File: src/tsa_ram.sv
// tsa_ram: generic single-port synchronous ram with registered read
// no dependencies
module tsa_ram #(
    parameter int WIDTH = 32,
    parameter int DEPTH = 32
) (
    input  logic                                      aclk,
    input  logic                                      we,
    input  logic [((DEPTH > 1) ? $clog2(DEPTH) : 1)-1:0] addr,
    input  logic [WIDTH-1:0]                          wdata,
    output logic [WIDTH-1:0]                          rdata
);

    logic [WIDTH-1:0] mem [DEPTH];
    logic [WIDTH-1:0] rdata_reg;

    always_ff @(posedge aclk) begin
        if (we) begin
            mem[addr] <= wdata;
        end
        rdata_reg <= mem[addr];
    end

    assign rdata = rdata_reg;

endmodule

File: config.mk
export PLATFORM = sky130hd
export DESIGN_NAME = tsa_ram
export DESIGN_NICKNAME = d
export VERILOG_FILES = /design/src/tsa_ram.sv
export SDC_FILE = /design/constraint.sdc
export NUM_CORES = 1
export LEC_CHECK = 0
export BUFFER_PORTS_ARGS = -buffer_cell sky130_fd_sc_hd__buf_2
export CAP_MARGIN = 10
export CORE_MARGIN = 8
export CORE_UTILIZATION = 55
export CTS_CLUSTER_SIZE = 8
export DETAILED_ROUTE_END_ITERATION = 7
export PLACE_DENSITY_LB_ADDON = 0.05
export SYNTH_ARGS = -nofsm -noshare
export SYNTH_HDL_FRONTEND = slang
export SYNTH_SLANG_ARGS = --single-unit
File: constraint.sdc
create_clock -name aclk -period 3.6 [get_ports aclk]
set_input_delay 0.18 -clock aclk [delete_from_list [all_inputs] [get_ports aclk]]
set_output_delay 0.18 -clock aclk [all_outputs]
set_load 0.02 [all_outputs]
==> reports/results.ini <==
[cts]
ctsResizeCount = 0
cts_post_setup_buffers_inserted = 0
cts_tree = built
cts_htree_levels = 4
clock_sinks = 1056
clock_insertion_delay_worst_skew_ns = 0.71
cts.root.buffer_cell = clkbuf_16
tritoncts.num_buffers = 149
ctsLongestPathBuffers = 3
post_cts_hold_buffer_count = 29
cts.reportedPaths.clkPinSlew_ns = 0.05

[synth]
synthCells = 2107
synth_seq_cells = 1056
yosys.cell_count.top_type = edfxtp_1
avgSynthCellArea_sq_um = 18.86
synth_top_area_share_pct = 77.37
synth.cells.most_frequent = 1024 x edfxtp_1, 512 x mux2i_1, 256 x o22ai_1
synth_ff_type = edfxtp_1
ys_async_sr_fraction_pct = 0
ys_warn_count = 0
ys_top_cells_by_area = edfxtp_1 77%, mux2i_1 13%, o22ai_1 4.0%
sequential_fraction_of_the_synthesis_area_pct = 78.98
synth_enable_flop_cells = 1024
ys_types = 23
netlist_area_sq_um = 39740
net_count_after_synthesis = 2146
yosys.area.top_type = edfxtp_1

[critical_path]
timing.critical_path.arrival_ns = 2.75
cpMaxStageDelayCell = nor4_1
crit_path_end_kind = flip-flop
timing.critical_path.cells = buf_2 > nand4_1 > buf_4 > buf_4 > o22ai_1 > nor4_1 > nand2_1
crit_family = simple AND/OR/NAND/NOR gates
critical_path_class = in2reg
setup.worst_path.start_class = input port
cp.buffers_inverters = 3
worstPathMaxFanout = 23
worst_path_most_repeated_cell = buf_4
crit_path_max_incr_delay_ns = 0.81
worst_ep_required_time_ns = 4.15

[final_layout]
finalNonFillerCells = 3352
synthToLayoutAreaGrowth_pct = 16.56
finalNetCount = 2352
largest_reg_flops = 1024
n_fill_cell = 4861
drive_above_1_share_pct = 15.08
finish.instance_area_sq_um = 46320

[floorplanning]
floorplan.initialDensity_pct = 55.59
design.die.area_sq_um = 81120
die_width_um = 284.8
chipHeight_um = 284.8
pin_count = 71
core_area_sq_um = 71490
floorplan.rows = 98

[power_and_ir_drop]
peakVddDrop_uv = 467.4
power-per-cell-area_nw_per_um2 = 595.7
power.clock.fraction_pct = 45.9
power.sequential.fraction_pct = 49.9
p_int_w = 0.02194
cellLeakagePower_nw = 16.19
power.switching_w = 0.005655
comb_power_share_pct = 4.3
power.switching_fraction_pct = 20.49

[routing]
detail_route.first_pass.iterations = 7
detail_route.iter0.violations = 2067
drc = 0
postRouteWirelength_um = 98210
wl_per_cell_um = 29.30
drt.antenna.violating_nets = 0
drt-vias-per-instance = 6.123
vias = 20523

[place]
detailedPlace.worstSlack_ns = 0.7401
gp_routability_congestion = 0.7882
placed_cells_incl_taps = 3083
detailedPlacementHpwl_um = 53550
placement.cell_area_sq_um = 41770
buffer_ports.inserted = 70

[sta]
max_slew_margin_pct = 37.58
setup_viol = 0
unrepaired_setup_endpoints_after_global_routing = no
setup-tns-final_ns = 0
post_layout_worst_setup_margin_ns = 1.399
finalCriticalPeriod_ns = 2.201
clock.fmax_ghz = 0.4543
worst_slew_pin_slew_ns = 0.9363
timing_hold_violations_final = 0
skew_ns = 0.01155
drv_slew = 0
layout_worst_path_cycle_share_pct = 61.15

[global_routing]
gr-usage-all-layers_pct = 23.91
first_global_vias = 20776
first_pass_grt_wire_length_um = 141300
grt_antenna_before_repair = 2
grt_overflow = 0
pin_count_of_the_biggest_net_entering_global_routing = 82

[run]
max_cap_violations = 0

[hold_path]
hold_path_class = in2reg

[status]
run_status = completed

==> layout by cell type (no fill, tap or decap), types with 4 or more instances in the layout <==
cell type,count
dlygate4sd3_1,29
nand2_1,34
clkbuf_16,155
buf_12,22
clkbuf_1,75
o22ai_1,256
nor3_4,4
buf_2,69
nor4_1,64
nand4bb_2,4
buf_4,60
mux2i_1,512
dfxtp_1,32
edfxtp_1,1024
nand4b_1,4
nor2_4,28
inv_6,6
nand3b_1,4
==> stage by stage <==
step	utilization, %	hold WS [ns]	power, W
CTS	64.80	0.002142	0.02780
finish	64.80	0.04608	0.02759
global placement	58.42	0.5980	0.01513
detailed placement	58.42	0.5991	0.01515
floorplan	-	0.2789	0.01463
global route	64.80	0.04596	0.02839
==> worst paths after layout <==
check | to | cells past startpoint | slack [ns] | from
setup reg to reg | rdata[26] | 4 | 1.92 | mem[31][26]
setup / recovery | rdata[26] | 7 | 1.40 | addr[2]
hold / removal | mem[10][10] | 1 | 0.05 | wdata[10]
hold reg to reg | rdata[30] | 4 | 0.64 | mem[4][30]
==> cell type report <==
cell class                      instances  area, sq um  share of cell area (%)
Clock inverter                          9        105.1                  0.2269
Timing Repair Buffer                  181         1541                   3.328
Antenna cell                            1        2.502                0.005402
Tap cell                              950         1189                   2.566
Sequential cell                      1056        31390                   67.76
Clock buffer                          230         4160                   8.981
Multi-Input combinational cell        925         7935                   17.13
==> layer usage <==
| layer | share of wire (%) | track usage, % | vias to the layer above | wire [um] |
|---|---|---|---|---|
| li1 | - | - | 9017 | - |
| met1 | 42 | 32.98 | 10612 | 41420 |
| met5 | 0.011 | 0 | - | 11 |
| met3 | 6.8 | 4.629 | 162 | 6678 |
| met2 | 48 | 37.98 | 730 | 46940 |
| met4 | 3.2 | 8.881 | 2 | 3157 |
==> cells by family (layout without fill, tap and decap cells) <==
| kind of cell | after synthesis | count (layout) | share of synthesized area, % |
|---|---|---|---|
| flip-flops | 1056 | 1056 | 78.98 |
| multiplexers | 512 | 512 | 12.90 |
| AO/OA/AOI/OAI | 256 | 256 | 4.030 |
| AND/OR/NAND/NOR | 157 | 157 | 2.267 |
| buffers and inverters | 126 | 420 | 1.823 |
| other | 0 | 1 | 0 |
==> power by group through the flow <==
stage | Combinational, W | Clock (W) | Sequential, W
finish | 0.00118 | 0.0127 | 0.0138
global route | 0.00125 | 0.0134 | 0.0138
CTS | 0.00119 | 0.0128 | 0.0138
detailed placement | 0.00116 | 0 | 0.0140
global placement | 0.00114 | 0 | 0.0140
floorplan | 0.000577 | 0 | 0.0140
No activity file was read; power rests on OpenSTA's default activity.
