===== config.mk =====
export PLATFORM = sky130hd
export DESIGN_NAME = tsa_div
export DESIGN_NICKNAME = d
export VERILOG_FILES = /design/src/tsa_pkg.sv /design/src/tsa_div.sv
export SDC_FILE = /design/constraint.sdc
export NUM_CORES = 1
export LEC_CHECK = 0
export ABC_AREA = 1
export BUFFER_PORTS_ARGS = -buffer_cell sky130_fd_sc_hd__buf_2
export CAP_MARGIN = 20
export CORE_MARGIN = 5
export CORE_UTILIZATION = 50
export DETAILED_ROUTE_END_ITERATION = 8
export GPL_TIMING_DRIVEN = 0
export PLACE_DENSITY = 0.72
export SLEW_MARGIN = 20
export SYNTH_ARGS = -nofsm -noshare
export SYNTH_HDL_FRONTEND = slang
export SYNTH_SLANG_ARGS = --single-unit

===== constraint.sdc =====
create_clock -name aclk -period 2.6 [get_ports aclk]
set_input_delay 0.26 -clock aclk [delete_from_list [all_inputs] [get_ports aclk]]
set_output_delay 0.26 -clock aclk [all_outputs]
set_load 0.02 [all_outputs]

===== src/tsa_pkg.sv =====
// tsa_pkg: shared types and constants of the tile atlas square allocator
// no dependencies; imported by tsa_div, the allocator unit, the checker and the bench
package tsa_pkg;

    localparam int DIM_W  = 15;   // atlas width and height
    localparam int TS_W   = 13;   // tile edge
    localparam int EDGE_W = 16;   // requested edge
    localparam int ID_W   = 31;   // slot id
    localparam int POS_W  = 14;   // region position
    localparam int NUM_W  = 17;   // dividend of the ceiling divisions
    localparam int CFG_W  = 2;    // register index

    localparam logic [CFG_W-1:0] CFG_ATLAS_WIDTH  = 2'd0;
    localparam logic [CFG_W-1:0] CFG_ATLAS_HEIGHT = 2'd1;
    localparam logic [CFG_W-1:0] CFG_TILE_SIZE    = 2'd2;

    localparam logic [DIM_W-1:0] ATLAS_RESET = 15'd4096;
    localparam logic [TS_W-1:0]  TILE_RESET  = 13'd256;

    typedef enum logic [2:0] {
        ST_ALLOC      = 3'd0,
        ST_NO_SPACE   = 3'd1,
        ST_TABLE_FULL = 3'd2,
        ST_FREED      = 3'd3,
        ST_UNKNOWN    = 3'd4
    } tsa_status_t;

    typedef struct packed {
        logic              action;
        logic [EDGE_W-1:0] edge_px;
        logic [ID_W-1:0]   free_slot_id;
    } tsa_in_t;

    typedef struct packed {
        tsa_status_t       status;
        logic [ID_W-1:0]   slot_id;
        logic [POS_W-1:0]  region_x;
        logic [POS_W-1:0]  region_y;
        logic [DIM_W-1:0]  region_width;
        logic [DIM_W-1:0]  region_height;
    } tsa_out_t;

endpackage


===== src/tsa_div.sv =====
// tsa_div: restoring divider, one quotient bit per cycle
// depends on tsa_pkg
module tsa_div import tsa_pkg::*; (
    input  logic             aclk,
    input  logic             aresetn,
    input  logic             start,
    input  logic [NUM_W-1:0] num,
    input  logic [TS_W-1:0]  den,
    output logic             done,
    output logic [NUM_W-1:0] quot
);

    localparam int CNT_W = $clog2(NUM_W);

    logic [NUM_W-1:0] q_reg, q_next;
    logic [TS_W:0]    r_reg, r_next;
    logic [TS_W-1:0]  d_reg, d_next;
    logic [CNT_W-1:0] cnt_reg, cnt_next;
    logic             busy_reg, busy_next;
    logic             done_reg, done_next;
    logic [TS_W:0]    r_shift;
    logic             ge;

    assign r_shift = {r_reg[TS_W-1:0], q_reg[NUM_W-1]};
    assign ge      = r_shift >= {1'b0, d_reg};

    always_comb begin
        q_next    = q_reg;
        r_next    = r_reg;
        d_next    = d_reg;
        cnt_next  = cnt_reg;
        busy_next = busy_reg;
        done_next = 1'b0;
        if (start) begin
            q_next    = num;
            r_next    = '0;
            d_next    = den;
            cnt_next  = '0;
            busy_next = 1'b1;
        end else if (busy_reg) begin
            q_next   = {q_reg[NUM_W-2:0], ge};
            r_next   = ge ? (r_shift - {1'b0, d_reg}) : r_shift;
            cnt_next = cnt_reg + 1'b1;
            if (cnt_reg == CNT_W'(NUM_W - 1)) begin
                busy_next = 1'b0;
                done_next = 1'b1;
            end
        end
    end

    always_ff @(posedge aclk) begin
        if (!aresetn) begin
            busy_reg <= 1'b0;
            done_reg <= 1'b0;
        end else begin
            busy_reg <= busy_next;
            done_reg <= done_next;
        end
    end

    always_ff @(posedge aclk) begin
        q_reg   <= q_next;
        r_reg   <= r_next;
        d_reg   <= d_next;
        cnt_reg <= cnt_next;
    end

    assign done = done_reg;
    assign quot = q_reg;

endmodule


==> results.cfg <==
[pwr]
power_frac_clock_pct = 26.2
swShare_pct = 27.64
p_switching_w = 0.0004544
power_density_mw_per_mm2 = 480.2
power_leakage_nw = 1.781
ir_drop_mv = 0.3282
comb_power_share_pct = 17.8
power_frac_seq_pct = 56.0
p_int_w = 0.001190

[timing]
tightest_slew_ns = 0.8340
hold_ws_ns = 0.1306
timing.slew.headroom_pct = 44.34
fin_skew_ns = 0.007216
post-route-period-util_pct = 87.21
slew_viol_final = 0
min_period_ns = 2.268
setup_viol = 0
max_freq_ghz = 0.4410
rsz0062_at_grt = false
fin_setup_tns_ns = 0
finalHoldViolCount = 0

[worst_setup_path]
reg2reg_slack_ns = 0.33
r2r.worst_path.cells = 13
crit_fanout = 10
end_kind = register
critPathLaunchType = register
worstSetupPathType = reg2reg
worst_ep_required_time_ns = 2.76
r2r_start = quot[16]
rr_endpoint = r_reg[6]
crit_arrival_ns = 2.43

[floorplanning]
fp-row-count = 28
ioPinCount = 51
core-area_sq_mm = 0.005886
die_area_sq_mm = 0.007639
die-width_microns = 87.40
start_util_pct = 50.89
die_y_microns = 87.40

[logic_synthesis]
synthesis.instances = 390
syn_area_sq_mm = 0.002995
synth.avg_cell_area_sq_um = 7.680
yosysWarnings = 0
synth-seq-area-share_pct = 43.44
syn_nets = 439
ys_ff_latch = 50
synth.distinct_cells = 33

[routing]
drt_iter0_markers = 112
wl_per_cell_microns = 12.04
post_drt_via_cell_ratio = 4.893
vias = 2559
ant_nets = 0
remaining_drc_errors = 0
firstDrtPassIters = 4
drt-total-wl_mm = 6.298

[worst_hold_path]
holdPathStages = 1
min_path_type = in2reg
min-delay-start = den[8]
whs_endpoint = d_reg[8]

[cts]
htreeDepth = 2
cts_tree = done
ctsHoldBuffers = 0
root_buffer = clkbuf_8
cts_setup_buffers = 0
clock_sinks = 50
clk_latency_ns = 0.30
cts_buffer_depth = 2
clk_transition_reported_paths_ns = 0.09
numCtsBuffers = 5
cts_resized = 0

[global_route]
grt_max_degree = 23
grt_use_met3_pct = 3.784
antenna_found_initial = 0
top_usage_layer = met2
use_met1_pct = 22.70
grt_use_total_pct = 17.97
grtUsageMet2_pct = 30.14
grt-ovfl-total = 0
grt_pass1_wl_mm = 10.85
grt_pass1_vias = 2522

[cells_and_area]
final_util_pct = 58.16
nFillCells = 569
largest_reg_flops = 17
syn_to_final_growth_pct = 14.29
final_cell_mix = nand2_1, inv_1, buf_2
drive_gt1_share_pct = 19.64
layout_commonest_cell = nand2_1
final_nets = 496
antenna_cells = 0

[placement]
gp_congestion = 0.8983
dp_hpwl_mm = 4.964
port_buffers = 50

[run_status]
status = complete, no violations

[job]
maxCapViolCount = 0
## cells in the mapped netlist
cell      count  area (sq um)
nand4_2       1         12.51
ha_1         15         187.7
xnor2_1       3         26.28
nor2_1       11         41.29
edfxtp_1     30         900.9
dfxtp_1      20         400.4
clkbuf_2      1         5.000
buf_8         1         15.01
o21ai_2       1         8.760
buf_4         1         7.510
nand4_1      19         118.9
o21ai_0       5         25.02
nand3_4       1         17.52
nor2_2        4         25.02
nand3_2       7         70.07
nand2_1     140         525.5
inv_1        67         251.5
o21ai_1       1         5.000
clkinv_1      1         3.750
a21oi_1       6         30.03
buf_2         4         20.02
clkbuf_1      4         15.01
xor2_1        2         17.52
nand2_2       5         31.28
nor3b_1       1         7.510
nor4_1        2         12.51
a21oi_4       1         16.27
a31oi_1       1         6.260
nor2_4        1         11.26
nand3_1      26         130.1
nor3_1        3         15.01
fa_1          1         20.02
inv_2         4         15.01
## worst max-delay path: stages (launching register included)
cell and delay [ns]:
edfxtp_1 0.38, inv_1 0.10, ha_1 0.15, inv_1 0.08, fa_1 0.45, nand2_1 0.10, nand2_1 0.06, nand3_1 0.07
nand2_1 0.09, nand2_2 0.13, buf_2 0.25, nand4_1 0.12, nand3_1 0.09, o21ai_1 0.06
## worst max-delay path by stage
| stage | to | start | cells past startpoint | slack, ns |
|---|---|---|---|---|
| after floorplan | quot[0] | quot[16] | 13 | 0.43 |
| after global routing | r_reg[6] | quot[16] | 13 | 0.11 |
| after CTS | quot[0] | quot[16] | 13 | 0.32 |
| after global placement | quot[0] | quot[16] | 13 | 0.35 |
| after detailed placement | r_reg[6] | quot[16] | 13 | 0.33 |
| final | r_reg[6] | quot[16] | 13 | 0.33 |
## metal layers
layer	share of wire, %	up-vias	routed length (microns)
met4	1.5	0	92
met5	0	-	0
met1	46	1136	2921
met3	5.1	6	323
li1	-	1350	-
met2	47	67	2961
## power by group through the flow
stage                     logic, W  registers, W  clock network, W
after floorplan           0.000162      0.000972                 0
after global placement    0.000288      0.000940                 0
after detailed placement  0.000293      0.000939                 0
after CTS                 0.000295      0.000922          0.000448
after global routing      0.000330      0.000927          0.000482
final                     0.000292      0.000921          0.000431
## cell type report
cell class                 count  area, sq um  area share [%]
multi-input combinational    257         1361           39.77
sequential                    50         1301           38.01
inverter                      72        270.3           7.895
timing repair buffer          50        250.2           7.310
tap                           75        93.84           2.741
clock buffer                   7        76.32           2.230
buffer                        11        62.56           1.827
clock inverter                 1        7.507          0.2193
## cells by family after synthesis
kind of cell	after synthesis	synth area share, %
adders and majority gates	16	6.934
xor gates and xnor gates	5	1.462
AOI/OAI and AO/OA	15	3.049
and+or+nand+nor	221	34.00
buffers and inverters	83	11.11
DFF	50	43.44
## through the flow
step	setup slack (ns)	power (W)	instances	area [sq um]
2_1_floorplan	0.4330	0.001134	390	2995
3_3_place_gp	0.3520	0.001227	515	3339
3_5_place_dp	0.3262	0.001232	515	3339
4_1_cts	0.3208	0.001665	523	3423
5_1_grt	0.1074	0.001739	523	3423
6_report	0.3325	0.001644	523	3423
Power figures use the tool's default switching activity.
